<file path="config.mk">
export PLATFORM = sky130hd
export DESIGN_NAME = ckmd_back
export DESIGN_NICKNAME = d
export VERILOG_FILES = /design/src/design/ckmd_pkg.sv /design/src/design/ckmd_back.sv
export SDC_FILE = /design/constraint.sdc
export NUM_CORES = 2
export LEC_CHECK = 0
export BUFFER_PORTS_ARGS = -buffer_cell sky130_fd_sc_hd__buf_4
export CAP_MARGIN = 20
export CORE_MARGIN = 3
export CORE_UTILIZATION = 55
export CTS_BUF_LIST = sky130_fd_sc_hd__clkbuf_4
export DETAILED_ROUTE_END_ITERATION = 12
export PLACE_DENSITY_LB_ADDON = 0.3
export SLEW_MARGIN = 20
export SYNTH_ARGS = -nofsm -noshare
export SYNTH_HDL_FRONTEND = slang
export SYNTH_SLANG_ARGS = --single-unit
</file>
<file path="constraint.sdc">
create_clock -name clk -period 13.1 [get_ports clk]
set_clock_uncertainty 0.05 [all_clocks]
set_input_delay 0.655 -clock clk [delete_from_list [all_inputs] [get_ports clk]]
set_output_delay 0.655 -clock clk [all_outputs]
set_load 0.02 [all_outputs]
</file>
<file path="src/design/ckmd_pkg.sv">
// Shared types, constants and helpers for the chroma key matte / despill pipeline.
// No dependencies.
`default_nettype none
package ckmd_pkg;

    localparam int FB = 15;
    localparam logic [15:0] ONE = 16'd32768;
    localparam logic [16:0] THREE_ONE = 17'd98304;
    localparam logic [15:0] ALPHA_THRESH = 16'((32768 + 99) / 100);
    localparam logic [31:0] RECIP3 = 32'hAAAA_AAAB;

    localparam logic [1:0] KEY_BLUE   = 2'd1;
    localparam logic [1:0] KEY_CUSTOM = 2'd2;

    localparam logic [2:0] REG_KEY_SELECT   = 3'd0;
    localparam logic [2:0] REG_INVERT       = 3'd1;
    localparam logic [2:0] REG_CUSTOM_KEY   = 3'd2;
    localparam logic [2:0] REG_SIMILARITY   = 3'd3;
    localparam logic [2:0] REG_SOFTNESS     = 3'd4;
    localparam logic [2:0] REG_EDGE_SHRINK  = 3'd5;
    localparam logic [2:0] REG_DESPILL      = 3'd6;
    localparam logic [2:0] REG_BALANCE      = 3'd7;

    localparam int FRONT_LAT = 5;
    localparam int SQRT_LAT  = 8;
    localparam int DIV_LAT   = 6;
    localparam int BACK_LAT  = 5;
    localparam int TOTAL_LAT = FRONT_LAT + SQRT_LAT + DIV_LAT + BACK_LAT;

    typedef struct packed {
        logic [15:0] r;
        logic [15:0] g;
        logic [15:0] b;
        logic [15:0] a;
    } pix_t;

    typedef struct packed {
        logic [1:0]  key_sel;
        logic        invert;
        logic [15:0] key_r;
        logic [15:0] key_g;
        logic [15:0] key_b;
        logic [15:0] sim;
        logic [15:0] ramp;
        logic [16:0] shrink;
        logic [15:0] despill;
        logic [15:0] balance;
    } cfg_t;

    function automatic logic [15:0] sat_one(input logic [16:0] v);
        return (v > {1'b0, ONE}) ? ONE : v[15:0];
    endfunction

endpackage
`default_nettype wire

</file>
<file path="src/design/ckmd_back.sv">
// Back stages: smoothstep, edge shrink, invert, alpha and premultiply, transparency flag.
// Depends on ckmd_pkg.
`default_nettype none
module ckmd_back (
    input  wire logic               clk,
    input  wire logic               rst_n,
    input  wire logic               in_valid,
    input  wire logic [15:0]        in_t,
    input  wire ckmd_pkg::pix_t     in_pix,
    input  wire ckmd_pkg::cfg_t     cfg,
    output logic                    out_valid,
    output ckmd_pkg::pix_t          out_pix,
    output logic                    out_transparent
);
    logic           v1_reg, v2_reg, v3_reg, v4_reg, v5_reg;
    ckmd_pkg::pix_t pix1_reg, pix2_reg, pix3_reg, pix4_reg, pix5_reg;
    logic [15:0]    t1_reg, t2_1_reg, m3_reg, oa4_reg;
    logic [16:0]    sm2_reg;
    logic           tr5_reg;

    logic [31:0]        sq_prod, sm_prod;
    logic [16:0]        factor;
    logic signed [18:0] msum;
    logic [15:0]        mclamp;
    logic [31:0]        a_prod, r_prod, g_prod, b_prod;

    assign sq_prod = in_t * in_t;
    assign factor  = ckmd_pkg::THREE_ONE - {t1_reg, 1'b0};
    assign sm_prod = t2_1_reg * factor;
    assign msum    = $signed({2'b00, sm2_reg}) + 19'($signed(cfg.shrink));
    assign a_prod  = pix3_reg.a * m3_reg;
    assign r_prod  = pix4_reg.r * oa4_reg;
    assign g_prod  = pix4_reg.g * oa4_reg;
    assign b_prod  = pix4_reg.b * oa4_reg;

    always_comb
    begin
        if (msum < 0)
            mclamp = '0;
        else if (msum > 19'sd32768)
            mclamp = ckmd_pkg::ONE;
        else
            mclamp = msum[15:0];
    end

    always_ff @(posedge clk or negedge rst_n)
    begin
        if (!rst_n)
        begin
            v1_reg <= 1'b0;
            v2_reg <= 1'b0;
            v3_reg <= 1'b0;
            v4_reg <= 1'b0;
            v5_reg <= 1'b0;
        end
        else
        begin
            v1_reg <= in_valid;
            v2_reg <= v1_reg;
            v3_reg <= v2_reg;
            v4_reg <= v3_reg;
            v5_reg <= v4_reg;
        end
    end

    always_ff @(posedge clk)
    begin
        pix1_reg <= in_pix;
        t1_reg   <= in_t;
        t2_1_reg <= sq_prod[30:15];

        pix2_reg <= pix1_reg;
        sm2_reg  <= sm_prod[31:15];

        pix3_reg <= pix2_reg;
        m3_reg   <= cfg.invert ? ckmd_pkg::ONE - mclamp : mclamp;

        pix4_reg <= pix3_reg;
        oa4_reg  <= ckmd_pkg::sat_one(a_prod[31:15]);

        pix5_reg.r <= r_prod[30:15];
        pix5_reg.g <= g_prod[30:15];
        pix5_reg.b <= b_prod[30:15];
        pix5_reg.a <= oa4_reg;
        tr5_reg    <= (oa4_reg < ckmd_pkg::ALPHA_THRESH);
    end

    assign out_valid       = v5_reg;
    assign out_pix         = pix5_reg;
    assign out_transparent = tr5_reg;

endmodule
`default_nettype wire

</file>
== After elaboration in Yosys (flattened, before gate mapping) ==
Cells that the tools add are included.
Operators by class
  $add $sub $neg: 3
  multipliers: 6
  order comparisons: 4
  multiplexer cells: 3
Operators by type and width (number)
  multiplier 16 x 16 -> 31 bit: 4
  2-to-1 mux 16 bit: 3
  multiplier 16 x 16 -> 32 bit: 1
  multiplier 16 x 17 -> 32 bit: 1
  adder 18 x 17 -> 19 bit: 1
  greater-than comparator 19 x 17 -> 1 bit (second input constant): 1
  < comparator 19 x 1 -> 1 bit (second input constant): 1
  greater-than comparator 17 x 16 -> 1 bit (second input constant): 1
  subtractor 17 bit (first input constant): 1
  < comparator 16 x 9 -> 1 bit (second input constant): 1
  subtractor 16 bit (first input constant): 1
Word-level totals
  bits in registers: 391
  input bits: 215
  output and inout bits: 66
  word-level logic and storage cells: 46

== Depth between registers and ports, before layout ==
  word-level depth: 6
  mapped depth: 30
  gate-level depth less buffers: 29

== Worst setup path after synthesis ==
OpenSTA, ideal clock, no wires.
  path kind: reg2reg
  start point: register t1_reg[3]
  end point: register sm2_reg[15]
  arrival: 7106 ps
  data required time: 12944 ps
  path slack: 5838 ps
  cell stages (with the launch flop): 23
  clock period less this slack: 7262 ps
  path through: dfxtp_1 > nor4_1 > nand3_1 > or4b_2 > xnor2_1 > clkbuf_1 > nand2_1 > fa_1 > fa_1 > fa_1 > fa_1 > fa_1 > inv_1 > fa_1 > ha_1 > a21o_1 > a21o_1 > a21oi_1 > o21ai_0 > o211ai_1 > a21oi_1 > or4_1 > o311ai_0
On the way
  cells in the longest elaborated chain, start to end: 2
Ends and longest elaborated chain
  start: declaration: RTL line ckmd_back.sv:17  | logic [15:0] t1_reg, t2_1_reg, m3_reg, oa4_reg;
  start signal: assignment: RTL line ckmd_back.sv:69  | t1_reg <= in_t;
  subtractor 17 bit: RTL line ckmd_back.sv:28  | assign factor = ckmd_pkg::THREE_ONE - {t1_reg, 1'b0};
  multiplier 16 x 17 -> 32 bit: RTL line ckmd_back.sv:29  | assign sm_prod = t2_1_reg * factor;
  net sm_prod[30]: RTL line ckmd_back.sv:21  | logic [31:0] sq_prod, sm_prod;
  end signal: assignment: RTL line ckmd_back.sv:73  | sm2_reg <= sm_prod[31:15];
  end: declaration: RTL line ckmd_back.sv:18  | logic [16:0] sm2_reg;
The timed path passes the listed nets, and every way through them passes these cells.
A chain may end at the register's enable or synchronous reset.

== Worst setup path in the final report ==
Same ends and word-level chain as after synthesis.

==> summary.md <==
| Metric | Value |
|---|---|
| Outcome | finished clean |
| DP Wirelength | 91.3 mm |
| R2R setup slack | 4.88 ns |
| CTS resizes | 0 |
| Total negative slack | 0 ns |
| Arrival time at the worst endpoint | 8.97 ns |
| Worst-Margin Slew | 1.03 ns |
| F_max | 122 MHz |
| Cell count after synthesis | 5977 |
| Async SR Flop Fraction | 1.28% |
| Crit Path Class | flip-flop to flip-flop |
| Vias per cell | 5.17 |
| Die height | 325 um |
| HP Class | input port to flip-flop |
| Max-Cap Viols | 0 |
| Period utilisation layout | 62.7% |
| Slew headroom | 31.1% |
| GRT Overall Usage | 24.2% |
| Number of flops mapped to enable cells by yosys | 0 |
| Cell variety after synth | 78 |
| Worst-path clk slew | 0.07 ns |
| Synth warn | 0 |
| Clk root buf | clkbuf_4 |
| First-pass GRT wire length | 209 mm |
| ANT nets after route | 0 |
| GR Overflow Total | 0 |
| Vias in the first global route | 42700 |
| Sequential share of the synthesized area | 14.0% |
| Worst-Skew Late Latency | 0.94 ns |
| Synth top area share | 40.2% |
| Post-synthesis net count | 7921 |
| Clk buf depth | 3 |
| Final core utilization | 60.4% |
| Final #Nets | 8092 |
| Critical Path End Type | flip-flop |
| Number of antenna violations at the first check in global routing | 5 |
| Drt pass-1 iters | 5 |
| Largest net degree at the start of global routing | 51 |
| Worst path max stage delay | 0.67 ns |
| CTS buffer count | 99 |
| Crit path launch type | flip-flop |
| FF-to-FF End | sm2_reg[15]$_DFF_P_ |
| Pins over their slew limit | 0 |
| Commonest cells after routing, fill and taps aside | inv_1 (1390), fa_1 (1125), nand2_1 (903) |
| Commonest non-fill, non-tap cell in the layout | inv_1 |
| Core area | 0.101 mm^2 |
| Final hold vios | 0 |
| Port Buffers | 166 |
| CTS tree | built |
| Die X | 325 um |
| DRC Markers | 0 |
| GP Congestion | 0.873 |
| Average wire per standard cell | 16.1 um |
| Initial Utilization | 55.7% |
| Period minus WS final | 8.22 ns |
| Num rows | 116 |
| Peak fanout along the critical path | 9 |
| Sink Count | 391 |
| DIE AREA | 0.106 mm^2 |
| RSZ-0062 raised after global routing | false |
| Reg-to-reg startpoint | t1_reg[3]$_DFF_P_ |
| Reg2Reg Depth | 26 |
| Min-delay src | cfg[32] |
| Routed via count | 39200 |
| Share of layout cells above drive strength 1 | 6.70% |
| CP Launch Point | t1_reg[3]$_DFF_P_ |
| Critical path required time | 13.86 ns |
| Synth Register Bits | 391 |
| Post-synth top flop | dfxtp_1 |
| Wirelength, routed | 122 mm |
| Count of final setup violators | 0 |
| Syn-to-layout area delta | 8.39% |
| Max H-tree Level | 3 |
| Synthesized area | 0.0560 mm^2 |
| Hold path depth | 3 |
| Critical Path Slowest Stage Cell | xor2_1 |
| Ports | 281 |
| Largest area contributor in the netlist | fa_1 |
| Syn_area_per_cell | 9.38 um^2 |
| Synth top area cells | fa_1 (40%), dfxtp_1 (14%), ha_1 (13%) |
| 1st-iter DRT viols | 1946 |
| Worst Hold End | m3_reg[0]$_DFF_P_ |
| Most used cell, CP | fa_1 |
-- worst max path at each step --
stage,endpoint
floorplan,sm2_reg[15]$_DFF_P_
global placement,sm2_reg[15]$_DFF_P_
detailed placement,sm2_reg[15]$_DFF_P_
CTS,sm2_reg[15]$_DFF_P_
global route,sm2_reg[15]$_DFF_P_
finish,sm2_reg[15]$_DFF_P_
-- cells in the mapped netlist, drive strengths merged (6+ instances only) --
library cell	instances
fa	1125
o31ai	13
clkbuf	218
and3	16
nand2	904
or3	15
xnor2	99
o21a	13
nor2	116
a2111oi	6
a211oi	11
a21o	50
xor2	47
inv	1390
o21bai	9
dfxtp	386
o211ai	8
nor4	11
a211o	6
ha	604
a21oi	86
nor3	32
nand3b	8
o21ai	52
nor2b	27
a31oi	18
and2	543
nand2b	15
nand4	23
nand3	40
-- routing by layer --
metal / share of wire, % / track usage, % / up-vias
met3: 6.3 / 4.05 / 205
met5: 0.011 / 0 / -
li1: - / - / 18100
met1: 42 / 31.9 / 19800
met4: 2.9 / 8.00 / 2
met2: 49 / 40.9 / 1110
-- through the flow --
stage | std cells | setup slack (ns) | hold slack, ns | area [um^2]
after floorplan | 5977 | 5.84 | 0.260 | 56000
after global placement | 7320 | 4.94 | 0.260 | 58500
after detailed placement | 7320 | 4.87 | 0.262 | 58500
after CTS | 7581 | 4.87 | 0.0475 | 60700
after global routing | 7582 | 4.42 | 0.129 | 60700
final | 7584 | 4.88 | 0.188 | 60700
-- critical path, delay by kind of cell, from the launching register on --
family / cells / cell delay, ns
AO/OA/AOI/OAI: 8 / 1.63
adder cells (fa/ha/maj): 7 / 3.28
buffers and inverters: 4 / 0.44
XOR/XNOR: 1 / 0.67
AND/OR/NAND/NOR: 6 / 1.68
flip-flops: 1 / 0.34
-- final cells by class --
class	count	area (um^2)
Antenna cell	3	7.51
Clock buffer	134	1010
Clock inverter	43	378
Fill cell	8581	39800
Inverter	1390	5220
Multi-Input combinational cell	3975	42200
Sequential cell	391	7870
Tap cell	1357	1700
Timing Repair Buffer	291	2390
-- cells by family after synthesis --
group	after synthesis	share of synthesized area [%]
xor gates and xnor gates	146	2.28
muxes	8	0.152
buffers and inverters	1611	10.8
and+or+nand+nor	1776	15.2
DFF	391	14.0
AOI/OAI and AO/OA	316	3.85
adders and majority gates	1729	53.7
-- repair_timing --
item                      CTS  global route
buffers inserted            0             0
hold buffers               84             0
hold endpoints to repair   92             0
Power is left out: the tool's default activity adds up to more than one toggle a clock period on the data nets, which glitch-free logic cannot reach.
