[config.mk]
export PLATFORM = sky130hd
export DESIGN_NAME = ckmd_sqrt
export DESIGN_NICKNAME = d
export VERILOG_FILES = /design/src/design/ckmd_pkg.sv /design/src/design/ckmd_sqrt.sv
export SDC_FILE = /design/constraint.sdc
export NUM_CORES = 1
export LEC_CHECK = 0
export BUFFER_PORTS_ARGS = -buffer_cell sky130_fd_sc_hd__clkbuf_2
export CAP_MARGIN = 30
export CORE_MARGIN = 2
export CORE_UTILIZATION = 55
export DETAILED_ROUTE_END_ITERATION = 8
export PLACE_DENSITY = 0.78
export RECOVER_POWER = 25
export SLEW_MARGIN = 20
export SYNTH_ARGS = -nofsm -noshare
export SYNTH_HDL_FRONTEND = slang
export SYNTH_SLANG_ARGS = --single-unit
[constraint.sdc]
create_clock -name clk -period 5.48 [get_ports clk]
set_clock_uncertainty 0.2 [all_clocks]
set_input_delay 1.096 -clock clk [delete_from_list [all_inputs] [get_ports clk]]
set_output_delay 1.096 -clock clk [all_outputs]
set_load 0.05 [all_outputs]
[src/design/ckmd_pkg.sv]
// Shared types, constants and helpers for the chroma key matte / despill pipeline.
// No dependencies.
`default_nettype none
package ckmd_pkg;

    localparam int FB = 15;
    localparam logic [15:0] ONE = 16'd32768;
    localparam logic [16:0] THREE_ONE = 17'd98304;
    localparam logic [15:0] ALPHA_THRESH = 16'((32768 + 99) / 100);
    localparam logic [31:0] RECIP3 = 32'hAAAA_AAAB;

    localparam logic [1:0] KEY_BLUE   = 2'd1;
    localparam logic [1:0] KEY_CUSTOM = 2'd2;

    localparam logic [2:0] REG_KEY_SELECT   = 3'd0;
    localparam logic [2:0] REG_INVERT       = 3'd1;
    localparam logic [2:0] REG_CUSTOM_KEY   = 3'd2;
    localparam logic [2:0] REG_SIMILARITY   = 3'd3;
    localparam logic [2:0] REG_SOFTNESS     = 3'd4;
    localparam logic [2:0] REG_EDGE_SHRINK  = 3'd5;
    localparam logic [2:0] REG_DESPILL      = 3'd6;
    localparam logic [2:0] REG_BALANCE      = 3'd7;

    localparam int FRONT_LAT = 5;
    localparam int SQRT_LAT  = 8;
    localparam int DIV_LAT   = 6;
    localparam int BACK_LAT  = 5;
    localparam int TOTAL_LAT = FRONT_LAT + SQRT_LAT + DIV_LAT + BACK_LAT;

    typedef struct packed {
        logic [15:0] r;
        logic [15:0] g;
        logic [15:0] b;
        logic [15:0] a;
    } pix_t;

    typedef struct packed {
        logic [1:0]  key_sel;
        logic        invert;
        logic [15:0] key_r;
        logic [15:0] key_g;
        logic [15:0] key_b;
        logic [15:0] sim;
        logic [15:0] ramp;
        logic [16:0] shrink;
        logic [15:0] despill;
        logic [15:0] balance;
    } cfg_t;

    function automatic logic [15:0] sat_one(input logic [16:0] v);
        return (v > {1'b0, ONE}) ? ONE : v[15:0];
    endfunction

endpackage
`default_nettype wire

[src/design/ckmd_sqrt.sv]
// Pipelined integer square root, two result bits per stage, eight stages.
// Depends on ckmd_pkg.
`default_nettype none
module ckmd_sqrt (
    input  wire logic               clk,
    input  wire logic               rst_n,
    input  wire logic               in_valid,
    input  wire logic [31:0]        in_rad,
    input  wire ckmd_pkg::pix_t     in_pix,
    output logic                    out_valid,
    output logic [15:0]             out_root,
    output ckmd_pkg::pix_t          out_pix
);
    localparam int NS = ckmd_pkg::SQRT_LAT;

    logic           v_reg    [1:NS];
    logic [19:0]    rem_reg  [1:NS];
    logic [15:0]    root_reg [1:NS];
    logic [31:0]    rad_reg  [1:NS];
    ckmd_pkg::pix_t pix_reg  [1:NS];

    for (genvar s = 0; s < NS; s++)
    begin : g_stage
        logic           v_src;
        logic [19:0]    rem_src, rem_nx;
        logic [15:0]    root_src, root_nx;
        logic [31:0]    rad_src, rad_nx;
        ckmd_pkg::pix_t pix_src;

        if (s == 0)
        begin : g_first
            assign v_src    = in_valid;
            assign rem_src  = '0;
            assign root_src = '0;
            assign rad_src  = in_rad;
            assign pix_src  = in_pix;
        end
        else
        begin : g_mid
            assign v_src    = v_reg[s];
            assign rem_src  = rem_reg[s];
            assign root_src = root_reg[s];
            assign rad_src  = rad_reg[s];
            assign pix_src  = pix_reg[s];
        end

        always_comb
        begin
            logic [19:0] trial;
            rem_nx  = rem_src;
            root_nx = root_src;
            rad_nx  = rad_src;
            for (int k = 0; k < 2; k++)
            begin
                rem_nx = {rem_nx[17:0], rad_nx[31:30]};
                rad_nx = {rad_nx[29:0], 2'b00};
                trial  = {2'b00, root_nx, 2'b01};
                if (rem_nx >= trial)
                begin
                    rem_nx  = rem_nx - trial;
                    root_nx = {root_nx[14:0], 1'b1};
                end
                else
                    root_nx = {root_nx[14:0], 1'b0};
            end
        end

        always_ff @(posedge clk or negedge rst_n)
        begin
            if (!rst_n)
                v_reg[s+1] <= 1'b0;
            else
                v_reg[s+1] <= v_src;
        end

        always_ff @(posedge clk)
        begin
            rem_reg[s+1]  <= rem_nx;
            root_reg[s+1] <= root_nx;
            rad_reg[s+1]  <= rad_nx;
            pix_reg[s+1]  <= pix_src;
        end
    end

    assign out_valid = v_reg[NS];
    assign out_root  = root_reg[NS];
    assign out_pix   = pix_reg[NS];

endmodule
`default_nettype wire

Yosys cells after proc, flatten, opt, wreduce, memory -nomap -nowiden
Memory sizes are Yosys's and may differ from the RTL's.
Cells that the tools add are included.

storage, ports and cells
  memories = 4
  output and inout port bits = 81
  logic and storage cells = 76
  memory bits (writable) = 1,024
  register bits after elaboration = 8

memory list
  memory    depth  bits a word  read ports  clocked after memory_dff  write ports  RTL line         source
  pix_reg   8      64           8           0                         8            ckmd_sqrt.sv:20  ckmd_pkg::pix_t pix_reg [1:NS];
  rad_reg   8      28           7           0                         8            ckmd_sqrt.sv:19  logic [31:0] rad_reg [1:NS];
  rem_reg   8      20           7           0                         8            ckmd_sqrt.sv:17  logic [19:0] rem_reg [1:NS];
  root_reg  8      16           8           0                         8            ckmd_sqrt.sv:18  logic [15:0] root_reg [1:NS];

cells by class
  multiplexer cells = 32
  $add $sub $neg = 16
  magnitude comparators = 16

operators with widths
  cell                 number
  $ge 20x18->1         14
  $mux 20              8
  $mux 18              8
  $sub 20x18->20       7
  $sub 18x18->18       7
  $ge 20x3->1          1
  $sub 20x3->20        1
  $mux 1               16
  $sub 2x1->3 const B  1
  $ge 2x1->1 const B   1

Depth between registers and ports, before layout
An unclocked memory read counts as a cell.

  word-level depth = 5
  mapped depth = 23
  depth with buffers taken out = 21

Least setup slack after synthesis
No wires, ideal clock.

  path kind = flip-flop to flip-flop
  from = register root_reg[0][64] (netlist name)
  to = register rem_reg[0][104] (netlist name)
  path slack = 0.701 ns
  clock period less this slack = 4.779 ns
  buffers on the path = 3
  stages on the path, launching flop included = 23
  data arrival time = 4.455 ns
  path through = dfxtp_1 inv_1 ha_1 nor2b_1 o21ai_1 a21oi_1 o21ai_1 a31oi_2 or2_1 buf_2 inv_1 clkbuf_1 nor2_1 nor2_1 ha_1 a211o_1 nor3b_1 a21oi_1 nand4b_1 o211ai_1 or2_1 buf_2 mux2_1

==> impl_metrics.py <==
metrics = {
    "run_status": {
        "run_status": "completed",
    },
    "clock_network": {
        "cts_hold_buf": 0,
        "worstSkewPairLatency_ps": 640,
        "h_tree_depth": 3,
        "cts.clk_slew.worst_paths_ps": 70,
        "cts_tree": "built",
        "clockRootBuffer": "sky130_fd_sc_hd__clkbuf_16",
        "numCtsBuffers": 76,
        "count_of_clock_tree_sinks": 822,
        "clock_path_buffers": 3,
    },
    "worst_hold_path": {
        "timing.hold.worst.class": "flip-flop to flip-flop",
    },
    "floorplan": {
        "dieHeight_um": 224.7,
        "design.portCount": 180,
        "die-area_um2": 50470,
        "overall_die_width_um": 224.7,
        "placement_rows": 80,
        "core_area_um2": 47950,
        "floorplan.initialDensity_pct": 55.86,
    },
    "worst_setup_path": {
        "timing.critical_path.slowest_stage_cell": "sky130_fd_sc_hd__or3b_1",
        "critical-path-top-cell-by-count": "sky130_fd_sc_hd__a21oi_1",
        "worst_path_largest_cell_delay_ps": 660,
        "critical_path_rt_ps": 5760,
        "critPathMaxFanout": 19,
        "critical_path_class": "flip-flop to flip-flop",
        "timing.critical_path.from_type": "flip-flop",
        "critPathCaptureType": "flip-flop",
        "data_arrival_critical_path_ps": 5400,
        "worstPathCellList": "inv_1, ha_1, a21oi_1, o21ai_1, nor2_1, nand3_2, mux2i_1, ha_1, a21oi_1, nor2b_1, nor3_1, a21oi_1, a221oi_1, buf_4, or3b_1, mux2_1",
    },
    "placed_design": {
        "rd_place_congestion": 0.9222,
        "dpl_cell_area_um2": 28400,
        "port_buffers": 179,
        "dp_slack_ps": 112.0,
        "place_inst": 3132,
        "place.detailed.hpwl_um": 40550,
    },
    "timing": {
        "timing.final.setup_violations": 0,
        "post-route-min-period_ps": 5120,
        "final_critical_path_setup_slack_ps": 359.5,
        "fin_tns_setup_ps": 0,
        "max_slew_margin_pct": 30.78,
        "finalHoldViolCount": 0,
        "setup_repair_after_global_routing_missed_its_margin": "no",
        "worst-slew-pin-transition_ps": 1025,
        "min_period_over_period_pct": 93.44,
        "max_freq_ghz": 0.1953,
        "final-max-slew-violation-count": 0,
        "finalHoldWorstSlack_ps": 111.4,
    },
    "layout": {
        "largest_register_ffs": 512,
        "layout.core_utilization_pct": 64.86,
        "commonest_non_fill_non_tap_cells_in_the_layout": "sky130_fd_sc_hd__dfxtp_1, sky130_fd_sc_hd__clkbuf_2, sky130_fd_sc_hd__nor2_1, sky130_fd_sc_hd__ha_1, sky130_fd_sc_hd__a21oi_1",
        "number_of_cells_in_the_finished_layout_apart_from_fillers": 3270,
        "layout_commonest_cell": "sky130_fd_sc_hd__dfxtp_1",
        "post_route_cells_drive_above_1_share_pct": 14.77,
        "design_area_um2": 31100,
        "fillCellCount": 3448,
        "fin_nets": 2843,
        "areaGrowthSynthToFinish_pct": 16.12,
    },
    "synthesis": {
        "synthAdderAreaFrac_pct": 6.961,
        "synth_top_family_by_area": "simple AND/OR/NAND/NOR gates",
        "avgSynthCellArea_um2": 11.36,
        "mappedNetlistArea_um2": 26780,
        "post_synth_and_or_nand_nor_area_fraction_pct": 11.19,
        "synth_edf_count": 0,
        "synth_top_cell_area_share_pct": 60.85,
        "count_of_distinct_cell_types_in_the_synthesized_netlist": 96,
        "synth-async-reset-ratio_pct": 0.9732,
        "synth_ff_type": "sky130_fd_sc_hd__dfxtp_1",
        "synthCells": 2357,
        "synth-compound-area-share_pct": 10.97,
        "synth_xor_area_share_pct": 5.494,
        "synth.mux.area_fraction_pct": 1.406,
        "synth_seq_cells": 822,
        "yosysTopAreaCell": "sky130_fd_sc_hd__dfxtp_1",
        "synth-seq-area-share_pct": 61.60,
        "synth_top_cells_by_area": "sky130_fd_sc_hd__dfxtp_1, sky130_fd_sc_hd__ha_1, sky130_fd_sc_hd__xnor2_1, sky130_fd_sc_hd__a21oi_1, sky130_fd_sc_hd__nor2_1",
        "yosys_warnings": 0,
    },
    "route": {
        "finalWirelength_um": 60270,
        "drt_iter0_drc": 1069,
        "detail_route.drc_violations": 0,
        "routedWlPerCell_um": 18.43,
        "antenna_left": 0,
        "drt_first_pass_iters": 5,
        "viasPerCell": 5.360,
        "vias": 17526,
    },
    "grt": {
        "globalRouteOverflowTotal": 0,
        "track_usage_pct": 23.77,
        "global_route_wire_length_before_repair_um": 93260,
        "grt_util_met3_pct": 6.950,
        "grt_max_degree": 21,
        "grt_antenna_before_repair": 7,
        "vias_in_the_first_global_route": 17885,
        "grt_busiest_layer": "met2",
        "routing_usage_on_met2_pct": 43.55,
        "globalRouteMet1Util_pct": 25.29,
    },
    "power_and_ir_drop": {
        "cellLeakagePower_nw": 14.29,
        "p_total_mw": 15.95,
        "p_per_area_nw_per_um2": 512.9,
        "max-vdd-ir-drop_uv": 386.1,
    },
    "job": {
        "max_cap_violations": 0,
    },
}
## repair_timing
item / 4_1_cts / 5_1_grt
buffers inserted: 0 / 0
setup endpoints to repair: 0 / 29
gates resized for setup: 0 / 8
## synth_stat cells (10+ instances only)
cell	instances
sky130_fd_sc_hd__clkbuf_1	22
sky130_fd_sc_hd__xnor2_1	101
sky130_fd_sc_hd__nand2_1	115
sky130_fd_sc_hd__nor3_1	37
sky130_fd_sc_hd__nor2b_1	22
sky130_fd_sc_hd__a21oi_1	140
sky130_fd_sc_hd__and3_1	13
sky130_fd_sc_hd__buf_2	10
sky130_fd_sc_hd__o21ai_0	66
sky130_fd_sc_hd__nor3b_1	12
sky130_fd_sc_hd__or3_1	18
sky130_fd_sc_hd__nand3_1	37
sky130_fd_sc_hd__a31oi_1	13
sky130_fd_sc_hd__dfxtp_1	814
sky130_fd_sc_hd__a21o_1	52
sky130_fd_sc_hd__nor2_1	171
sky130_fd_sc_hd__or2_2	15
sky130_fd_sc_hd__and2_1	14
sky130_fd_sc_hd__xor2_1	67
sky130_fd_sc_hd__nand4_1	32
sky130_fd_sc_hd__mux2i_1	14
sky130_fd_sc_hd__mux2_2	14
sky130_fd_sc_hd__o31ai_1	12
sky130_fd_sc_hd__ha_1	149
sky130_fd_sc_hd__o211ai_1	13
sky130_fd_sc_hd__inv_1	120
sky130_fd_sc_hd__a211o_1	10
sky130_fd_sc_hd__o21bai_1	10
sky130_fd_sc_hd__nor4_1	27
sky130_fd_sc_hd__o21a_1	21
sky130_fd_sc_hd__nand2b_1	19
## worst max-delay path: cells and delay by family, from the launching register on
family	cells	cell delay (ps)
flip-flops	1	350
multiplexers	2	750
AO/OA/AOI/OAI	5	980
AND/OR/NAND/NOR	5	1750
buffers and inverters	2	240
adder cells (fa/ha/maj)	2	700
## logic make-up (layout without fill, tap and decap cells)
group / after synthesis / count (layout)
DFF: 822 / 822
buffers and inverters: 159 / 455
and+or+nand+nor: 584 / 584
muxes: 35 / 35
AOI/OAI and AO/OA: 439 / 439
other: 1 / 3
xor gates and xnor gates: 168 / 168
adders and majority gates: 149 / 149
## where the power goes
part / switching, mW / internal [mW]
registers: 0.412 / 6.61
clock network: 2.35 / 3.14
logic: 2.00 / 1.44
## path summary, 6_finish.rpt
| kind | from | to | slack (ps) | depth (start not counted) |
|---|---|---|---|---|
| max | root_reg[0][51]$_DFF_P_ | rem_reg[0][87]$_DFF_P_ | 360 | 16 |
| min | pix_reg[0][433]$_DFF_P_ | pix_reg[0][497]$_DFF_P_ | 110 | 0 |
| max reg2reg | root_reg[0][51]$_DFF_P_ | rem_reg[0][87]$_DFF_P_ | 360 | 16 |
| min reg2reg | pix_reg[0][433]$_DFF_P_ | pix_reg[0][497]$_DFF_P_ | 110 | 0 |
| max in group asynchronous | rst_n | g_stage[1].v_src$_DFF_PN0_ | 4760 | 1 |
| min in group asynchronous | rst_n | g_stage[7].v_src$_DFF_PN0_ | 120 | 1 |
## final cells by class
type                       instances  area (µm²)  area share, %
sequential                       822       16500          53.04
multi-input combinational       1377        9693          31.17
clock buffer                     104        2148          6.908
timing repair buffer             196        1023          3.291
tap                              615       769.5          2.474
clock inverter                    33       504.2          1.621
inverter                         122       461.7          1.485
antenna                            1       2.502       0.008047
## per-layer routing
| layer | wire [µm] | vias to the layer above |
|---|---|---|
| met3 | 4027 | 154 |
| li1 | - | 8621 |
| met5 | 51 | - |
| met2 | 30900 | 516 |
| met1 | 22900 | 8227 |
| met4 | 2396 | 8 |
Power figures use the tool's default switching activity.
