## config.mk

```make
export PLATFORM = sky130hd
export DESIGN_NAME = ckmd_front
export DESIGN_NICKNAME = d
export VERILOG_FILES = /design/src/design/ckmd_pkg.sv /design/src/design/ckmd_front.sv
export SDC_FILE = /design/constraint.sdc
export NUM_CORES = 2
export LEC_CHECK = 0
export BUFFER_PORTS_ARGS = -buffer_cell sky130_fd_sc_hd__buf_2
export CAP_MARGIN = 20
export CORE_AREA = 2 2 396 398
export DETAILED_ROUTE_END_ITERATION = 8
export DIE_AREA = 0 0 398 400
export PLACE_DENSITY = 0.66
export SLEW_MARGIN = 10
export SYNTH_ARGS = -nofsm -noshare
export SYNTH_HDL_FRONTEND = slang
export SYNTH_SLANG_ARGS = --single-unit
export TNS_END_PERCENT = 1
```

## constraint.sdc

```tcl
create_clock -name clk -period 8.7 [get_ports clk]
set_clock_uncertainty 0.2 [all_clocks]
set_input_delay 2.175 -clock clk [delete_from_list [all_inputs] [get_ports clk]]
set_output_delay 2.175 -clock clk [all_outputs]
set_load 0.005 [all_outputs]
```

## src/design/ckmd_pkg.sv

```systemverilog
// Shared types, constants and helpers for the chroma key matte / despill pipeline.
// No dependencies.
`default_nettype none
package ckmd_pkg;

    localparam int FB = 15;
    localparam logic [15:0] ONE = 16'd32768;
    localparam logic [16:0] THREE_ONE = 17'd98304;
    localparam logic [15:0] ALPHA_THRESH = 16'((32768 + 99) / 100);
    localparam logic [31:0] RECIP3 = 32'hAAAA_AAAB;

    localparam logic [1:0] KEY_BLUE   = 2'd1;
    localparam logic [1:0] KEY_CUSTOM = 2'd2;

    localparam logic [2:0] REG_KEY_SELECT   = 3'd0;
    localparam logic [2:0] REG_INVERT       = 3'd1;
    localparam logic [2:0] REG_CUSTOM_KEY   = 3'd2;
    localparam logic [2:0] REG_SIMILARITY   = 3'd3;
    localparam logic [2:0] REG_SOFTNESS     = 3'd4;
    localparam logic [2:0] REG_EDGE_SHRINK  = 3'd5;
    localparam logic [2:0] REG_DESPILL      = 3'd6;
    localparam logic [2:0] REG_BALANCE      = 3'd7;

    localparam int FRONT_LAT = 5;
    localparam int SQRT_LAT  = 8;
    localparam int DIV_LAT   = 6;
    localparam int BACK_LAT  = 5;
    localparam int TOTAL_LAT = FRONT_LAT + SQRT_LAT + DIV_LAT + BACK_LAT;

    typedef struct packed {
        logic [15:0] r;
        logic [15:0] g;
        logic [15:0] b;
        logic [15:0] a;
    } pix_t;

    typedef struct packed {
        logic [1:0]  key_sel;
        logic        invert;
        logic [15:0] key_r;
        logic [15:0] key_g;
        logic [15:0] key_b;
        logic [15:0] sim;
        logic [15:0] ramp;
        logic [16:0] shrink;
        logic [15:0] despill;
        logic [15:0] balance;
    } cfg_t;

    function automatic logic [15:0] sat_one(input logic [16:0] v);
        return (v > {1'b0, ONE}) ? ONE : v[15:0];
    endfunction

endpackage
`default_nettype wire

```

## src/design/ckmd_front.sv

```systemverilog
// Front stages: input saturation, key differences, sum of squares, divide by 3, despill.
// Depends on ckmd_pkg.
`default_nettype none
module ckmd_front (
    input  wire logic               clk,
    input  wire logic               rst_n,
    input  wire logic               in_valid,
    input  wire logic [15:0]        in_red,
    input  wire logic [15:0]        in_green,
    input  wire logic [15:0]        in_blue,
    input  wire logic [15:0]        in_alpha,
    input  wire ckmd_pkg::cfg_t     cfg,
    output logic                    out_valid,
    output logic [31:0]             out_rad,
    output ckmd_pkg::pix_t          out_pix
);
    logic [15:0] r_s, g_s, b_s, kr, kg, kb, dom, oth;
    logic        blue_key;

    logic           v0_reg, v1_reg, v2_reg, v3_reg, v4_reg;
    ckmd_pkg::pix_t pix0_reg, pix1_reg, pix2_reg, pix3_reg, pix4_reg;
    logic [15:0]    dr0_reg, dg0_reg, db0_reg, diff0_reg;
    logic           blue0_reg, blue1_reg, blue2_reg;
    logic [30:0]    sq1_reg;
    logic [15:0]    dg1_reg, db1_reg, db2_reg, spill1_reg;
    logic [31:0]    sq2_reg, sq3_reg;
    logic [14:0]    restore2_reg;
    logic [30:0]    q4_reg;
    logic [31:0]    spill_prod, restore_prod;
    logic [63:0]    recip_prod;

    always_comb
    begin
        r_s = ckmd_pkg::sat_one({1'b0, in_red});
        g_s = ckmd_pkg::sat_one({1'b0, in_green});
        b_s = ckmd_pkg::sat_one({1'b0, in_blue});
        blue_key = (cfg.key_sel == ckmd_pkg::KEY_BLUE);
        case (cfg.key_sel)
            ckmd_pkg::KEY_BLUE:
            begin
                kr = '0; kg = '0; kb = ckmd_pkg::ONE;
            end
            ckmd_pkg::KEY_CUSTOM:
            begin
                kr = cfg.key_r; kg = cfg.key_g; kb = cfg.key_b;
            end
            default:
            begin
                kr = '0; kg = ckmd_pkg::ONE; kb = '0;
            end
        endcase
        dom = blue_key ? b_s : g_s;
        if (blue_key)
            oth = (r_s > g_s) ? r_s : g_s;
        else
            oth = (r_s > b_s) ? r_s : b_s;
    end

    assign spill_prod   = diff0_reg * cfg.despill;
    assign restore_prod = spill1_reg * cfg.balance;
    assign recip_prod   = sq3_reg * ckmd_pkg::RECIP3;

    always_ff @(posedge clk or negedge rst_n)
    begin
        if (!rst_n)
        begin
            v0_reg <= 1'b0;
            v1_reg <= 1'b0;
            v2_reg <= 1'b0;
            v3_reg <= 1'b0;
            v4_reg <= 1'b0;
        end
        else
        begin
            v0_reg <= in_valid;
            v1_reg <= v0_reg;
            v2_reg <= v1_reg;
            v3_reg <= v2_reg;
            v4_reg <= v3_reg;
        end
    end

    always_ff @(posedge clk)
    begin
        pix0_reg  <= '{r: r_s, g: g_s, b: b_s,
                       a: ckmd_pkg::sat_one({1'b0, in_alpha})};
        dr0_reg   <= (r_s > kr) ? r_s - kr : kr - r_s;
        dg0_reg   <= (g_s > kg) ? g_s - kg : kg - g_s;
        db0_reg   <= (b_s > kb) ? b_s - kb : kb - b_s;
        diff0_reg <= (dom > oth) ? dom - oth : '0;
        blue0_reg <= blue_key;

        pix1_reg   <= pix0_reg;
        sq1_reg    <= 31'(dr0_reg * dr0_reg);
        dg1_reg    <= dg0_reg;
        db1_reg    <= db0_reg;
        spill1_reg <= spill_prod[30:15];
        blue1_reg  <= blue0_reg;

        pix2_reg.r   <= pix1_reg.r;
        pix2_reg.a   <= pix1_reg.a;
        pix2_reg.g   <= blue1_reg ? pix1_reg.g : pix1_reg.g - spill1_reg;
        pix2_reg.b   <= blue1_reg ? pix1_reg.b - spill1_reg : pix1_reg.b;
        sq2_reg      <= {1'b0, sq1_reg} + 32'(dg1_reg * dg1_reg);
        db2_reg      <= db1_reg;
        restore2_reg <= restore_prod[30:16];
        blue2_reg    <= blue1_reg;

        pix3_reg.g <= pix2_reg.g;
        pix3_reg.a <= pix2_reg.a;
        pix3_reg.r <= ckmd_pkg::sat_one({1'b0, pix2_reg.r} + 17'(restore2_reg));
        pix3_reg.b <= ckmd_pkg::sat_one({1'b0, pix2_reg.b} + 17'(restore2_reg));
        sq3_reg    <= sq2_reg + 32'(db2_reg * db2_reg);

        pix4_reg <= pix3_reg;
        q4_reg   <= recip_prod[63:33];
    end

    assign out_valid = v4_reg;
    assign out_rad   = {1'b0, q4_reg};
    assign out_pix   = pix4_reg;

endmodule
`default_nettype wire

```

======== Yosys cells after proc, flatten, opt, wreduce, memory -nomap -nowiden ========
Index checks and enable logic that the tools add are counted.
word-level totals
  bits in registers ....................... 596
  input bits .............................. 199
  output and inout port bits .............. 97
  word-level logic and storage cells ...... 88
cells by class
  $add $sub $neg .......................... 13
  multipliers ............................. 6
  magnitude comparators ................... 12
  eq/ne operators ......................... 2
  multiplexer cells ....................... 15
operators by type and width
  operator                                                                           number
  16-bit 2-to-1 mux                                                                  13
  16-bit subtractor                                                                  9
  16-bit greater-than comparator                                                     6
  16-bit by 16-bit multiplier with 31-bit output                                     3
  16-bit greater-than comparator, second input constant                              4
  16-bit by 16-bit multiplier with 32-bit output                                     2
  32-bit by 32-bit multiplier with 64-bit output, second input constant              1
  16-bit case mux with 2 select lines                                                2
  16-bit by 15-bit adder with 17-bit output                                          2
  17-bit by 16-bit greater-than comparator with 1-bit output, second input constant  2
  31-bit by 32-bit adder with 32-bit output                                          1
  32-bit adder                                                                       1
  2-bit by 1-bit equality test with 1-bit output, second input constant              1
  2-bit equality test, second input constant                                         1

======== Logic depth before layout (Yosys ltp) ========
  depth in word-level cells ............... 6
  gate-level depth with buffers ........... 29
  mapped depth without buffers ............ 28

======== Worst setup path after synthesis ========
Ideal clock, no wire load.
  kind .................................... input to register
  start point ............................. input port cfg[1] in the netlist's numbering
  end point ............................... register restore2_reg[13]
  setup time .............................. 123 ps
  arrival ................................. 7,810 ps
  required time ........................... 8,377 ps
  path slack .............................. 567 ps
  cell stages on the path ................. 24
  buffers on the path ..................... 1
  cell sequence ........................... clkbuf_1 > nand2_1 > fa_1 > inv_1 > fa_1 > inv_1 > fa_1 > fa_1 > inv_1 > fa_1 > inv_1 > fa_1 > inv_1 > ha_1 > a211oi_1 > o21ai_0 > nand2b_1 > a31oi_1 > o41ai_2 > o31a_1 > nor2_1 > a311o_1 > a211oi_1 > a21oi_1
on the way
  word-level cells in the longest chain between the ends .. 1
ends and longest elaborated chain
  element                                         line               RTL
  start, declared                                 ckmd_front.sv:12   input wire ckmd_pkg::cfg_t cfg,
  16-bit by 16-bit multiplier with 31-bit output  ckmd_front.sv:60   assign restore_prod = spill1_reg * cfg.balance;
  via restore_prod[29]                            ckmd_front.sv:29   logic [31:0] spill_prod, restore_prod;
  end signal, assigned                            ckmd_front.sv:106  restore2_reg <= restore_prod[30:16];
  end, declared                                   ckmd_front.sv:27   logic [14:0] restore2_reg;
The timed path passes the listed nets, and every way through them passes these cells.
A chain may end at the register's enable or synchronous reset.

======== Worst setup path in the final report ========
  start point ............................. register sq3_reg[12]
  end point ............................... register q4_reg[30]
on the way
  word-level cells in the longest chain between the ends .. 1
ends and longest elaborated chain
  element                                         line               RTL
  start, declared                                 ckmd_front.sv:26   logic [31:0] sq2_reg, sq3_reg;
  start signal, assigned                          ckmd_front.sv:113  sq3_reg <= sq2_reg + 32'(db2_reg * db2_reg);
  32-bit by 32-bit multiplier with 64-bit output  ckmd_front.sv:61   assign recip_prod = sq3_reg * ckmd_pkg::RECIP3;
  via recip_prod[63]                              ckmd_front.sv:30   logic [63:0] recip_prod;
  end signal, assigned                            ckmd_front.sv:116  q4_reg <= recip_prod[63:33];
  end, declared                                   ckmd_front.sv:28   logic [30:0] q4_reg;
The timed path passes the listed nets, and every way through them passes these cells.

==> run_results.csv <==
group,metric,value,unit
sta,fmax,0.122,GHz
yosys,synth_edf_count,0,
critical_path,r2r_cells,27,
yosys,yosysSeqAreaShare,0.155,
clock_network,cts.repair.resized,0,
placement,numPortBuffers,244,
critical_path,worst-path-buf-inv,6,
yosys,synth_seq_cells,595,
critical_path,path_class,"flop to flop",
critical_path,worstPathArrival,8.56,ns
sta,setup_viol,0,
critical_path,path_max_fanout,9,
global_routing,grt_pass1_vias,57900,
floorplanning,std_cell_rows,145,
sta,hold_viol,0,
clock_network,cts_tree,"built",
critical_path,reg2reg_slack,0.50,ns
global_routing,grt_max_degree,42,
routing,drt-vias-per-instance,5.17,
critical_path,cpMostUsedCell,"fa_1",
critical_path,cp-start-kind,"flop",
yosys,synth_ff_type,"dfxtp_1",
clock_network,clk_pin_slew,0.07,ns
yosys,ys_top_cells_by_area,"fa_1 (34%), ha_1 (17%), dfxtp_1 (15%), inv_1 (9.9%), nand2_1 (3.7%)",
clock_network,cts_max_level,3,
yosys,synthesis.area,76900,um2
global_routing,grt_pass1_wl,314,mm
routing,antenna_left,0,
floorplanning,die_w,398,um
final_layout,fill_cells,14000,
critical_path,crit_family,"adder cells",
sta,report.final.slew_viol_count,0,
run_status,outcome,"completed",
critical_path,cp.depth,27,
critical_path,crit_end,"q4_reg[30]",
floorplanning,core-area,155000,um2
run,drv_cap,0,
yosys,yosys.area.top_type,"fa_1",
floorplanning,die_height,400,um
sta,rsz0062_at_grt,"no",
routing,wl,197,mm
yosys,synthArstFlopShare,0.00840,
yosys,synthDistinctLibCells,85,
critical_path,cp-end-kind,"flop",
final_layout,area_growth,8.60,%
yosys,yosysWarnings,0,
sta,worst-slew-pin-transition,1.02,ns
placement,place_congestion,0.990,
sta,tns,0,ns
routing,dr.first_iter.drc_count,3358,
final_layout,drive_above_1_share,0.0652,
routing,dr.pass1.iters,5,
routing,wl_per_cell,18.7,um
floorplanning,start_util,0.496,
placement,dp_hpwl,167,mm
critical_path,startpoint,"sq3_reg[12]",
critical_path,critPathMaxStageDelay,0.69,ns
final_layout,layout_common_cells,"inv_1 (2,024), fa_1 (1,300), ha_1 (1,056), nand2_1 (765), dfxtp_1 (590)",
clock_network,cts_root_buf,"clkbuf_16",
yosys,synth.top_cell.area_share,0.338,
hold_path,hp-class,"flop to flop",
global_routing,grt_antenna_before_repair,9,
critical_path,cp.required,9.06,ns
clock_network,postCtsSetupBuffers,0,
clock_network,cts_buffers,71,
clock_network,cts_hold_buf,0,
sta,period_needed,8.20,ns
clock_network,clk_path_buf_depth,3,
critical_path,r2r_start,"sq3_reg[12]",
sta,slew_headroom,0.317,
critical_path,cpMaxStageDelayCell,"dfxtp_1",
global_routing,grt_use_total,0.252,
floorplanning,io_pins,296,
final_layout,final_common_cell,"inv_1",
critical_path,r2r-end,"q4_reg[30]",
global_routing,grt-ovfl-total,0,
final_layout,layout.nets,11000,
routing,drc,0,
clock_network,cts_num_sinks,595,
floorplanning,die-area,159000,um2
clock_network,clkLatencyLatePin,0.69,ns
sta,fin_crit_sh,0.942,
routing,vias,54600,
yosys,syn-instance-count,8187,
yosys,syn_area_per_cell,9.40,um2
[cells by family after synthesis]
| logic type | synth area share |
|---|---|
| mux | 0.00668 |
| simple gates | 0.108 |
| other cells | 0.0000487 |
| buf+inv | 0.109 |
| fa+ha+maj | 0.510 |
| xor+xnor | 0.0329 |
| flops | 0.155 |
| compound gates | 0.0786 |
[synthesized netlist by cell type, types with 33 or more instances]
master / instances
inv_1: 2024
fa_1: 1300
ha_1: 1057
nand2_1: 765
dfxtp_1: 590
and2_1: 329
nor2_1: 269
a21oi_1: 259
xnor2_1: 181
a21o_1: 179
o21ai_0: 170
clkbuf_1: 163
xor2_1: 108
nor2b_1: 76
nor3_1: 67
nand3_1: 60
nand2b_1: 56
o21a_1: 54
nand4_1: 38
a211oi_1: 34
mux2i_1: 33
[worst reg2reg max path: stages, from the launching register on]
cell and delay, ns:
dfxtp_1 0.69, ha_1 0.41, xor2_1 0.21, ha_1 0.20, nor2_1 0.38, fa_1 0.49
fa_1 0.49, inv_1 0.08, fa_1 0.49, fa_1 0.51, fa_1 0.49, inv_1 0.05
fa_1 0.50, inv_1 0.05, ha_1 0.32, a21oi_1 0.25, nand3_1 0.15, a211oi_1 0.23
buf_4 0.17, o21ai_0 0.11, o211ai_1 0.19, buf_4 0.15, o211ai_1 0.09, buf_4 0.18
o21a_1 0.23, a311o_1 0.39, a21oi_1 0.19, xor2_1 0.16
[routing by layer]
metal | track usage | vias to the layer above | routed length (um) | part of all wire
li1 | - | 25600 | - | -
met1 | 0.341 | 27100 | 87300 | 0.44
met2 | 0.421 | 1571 | 92200 | 0.47
met3 | 0.0330 | 316 | 11700 | 0.059
met4 | 0.0776 | 2 | 6140 | 0.031
met5 | 0 | - | 13 | 0.000066
[worst min path at each step]
| stage | cells past startpoint | slack [ns] | start | endpoint |
|---|---|---|---|---|
| 6_report | 0 | 0.12 | pix3_reg[46] | out_pix[46] |
| 4_1_cts | 0 | 0.11 | pix1_reg[53] | pix2_reg[53] |
| 2_1_floorplan | 0 | 0.11 | blue0_reg | blue1_reg |
| 3_5_place_dp | 0 | 0.11 | db0_reg[8] | db1_reg[8] |
| 5_1_grt | 0 | 0.12 | pix3_reg[46] | out_pix[46] |
| 3_3_place_gp | 0 | 0.11 | pix1_reg[63] | pix2_reg[63] |
[per-stage QoR]
stage	std cells	area [um2]	utilization	setup WS (ns)	hold WS [ns]
2_1_floorplan	8188	76900	-	0.567	0.110
3_5_place_dp	10400	80900	0.522	0.125	0.112
3_3_place_gp	10400	80900	0.522	0.191	0.110
6_report	10600	83500	0.539	0.501	0.118
5_1_grt	10600	83500	0.539	0.157	0.124
4_1_cts	10600	83500	0.539	0.519	0.114
[area by class of cell]
type / instances / area, um2 / share of cell area
Inverter: 2024 / 7600 / 0.0909
Sequential cell: 595 / 11900 / 0.143
Clock inverter: 47 / 716 / 0.00857
Antenna cell: 3 / 7.51 / 0.0000899
Multi-Input combinational cell: 5379 / 56700 / 0.678
Clock buffer: 84 / 1880 / 0.0224
Tap cell: 2058 / 2570 / 0.0308
Timing Repair Buffer: 370 / 2180 / 0.0261
Power is not shown: default switching activity piles up to over one toggle a cycle in this logic, so the estimate is an artifact.
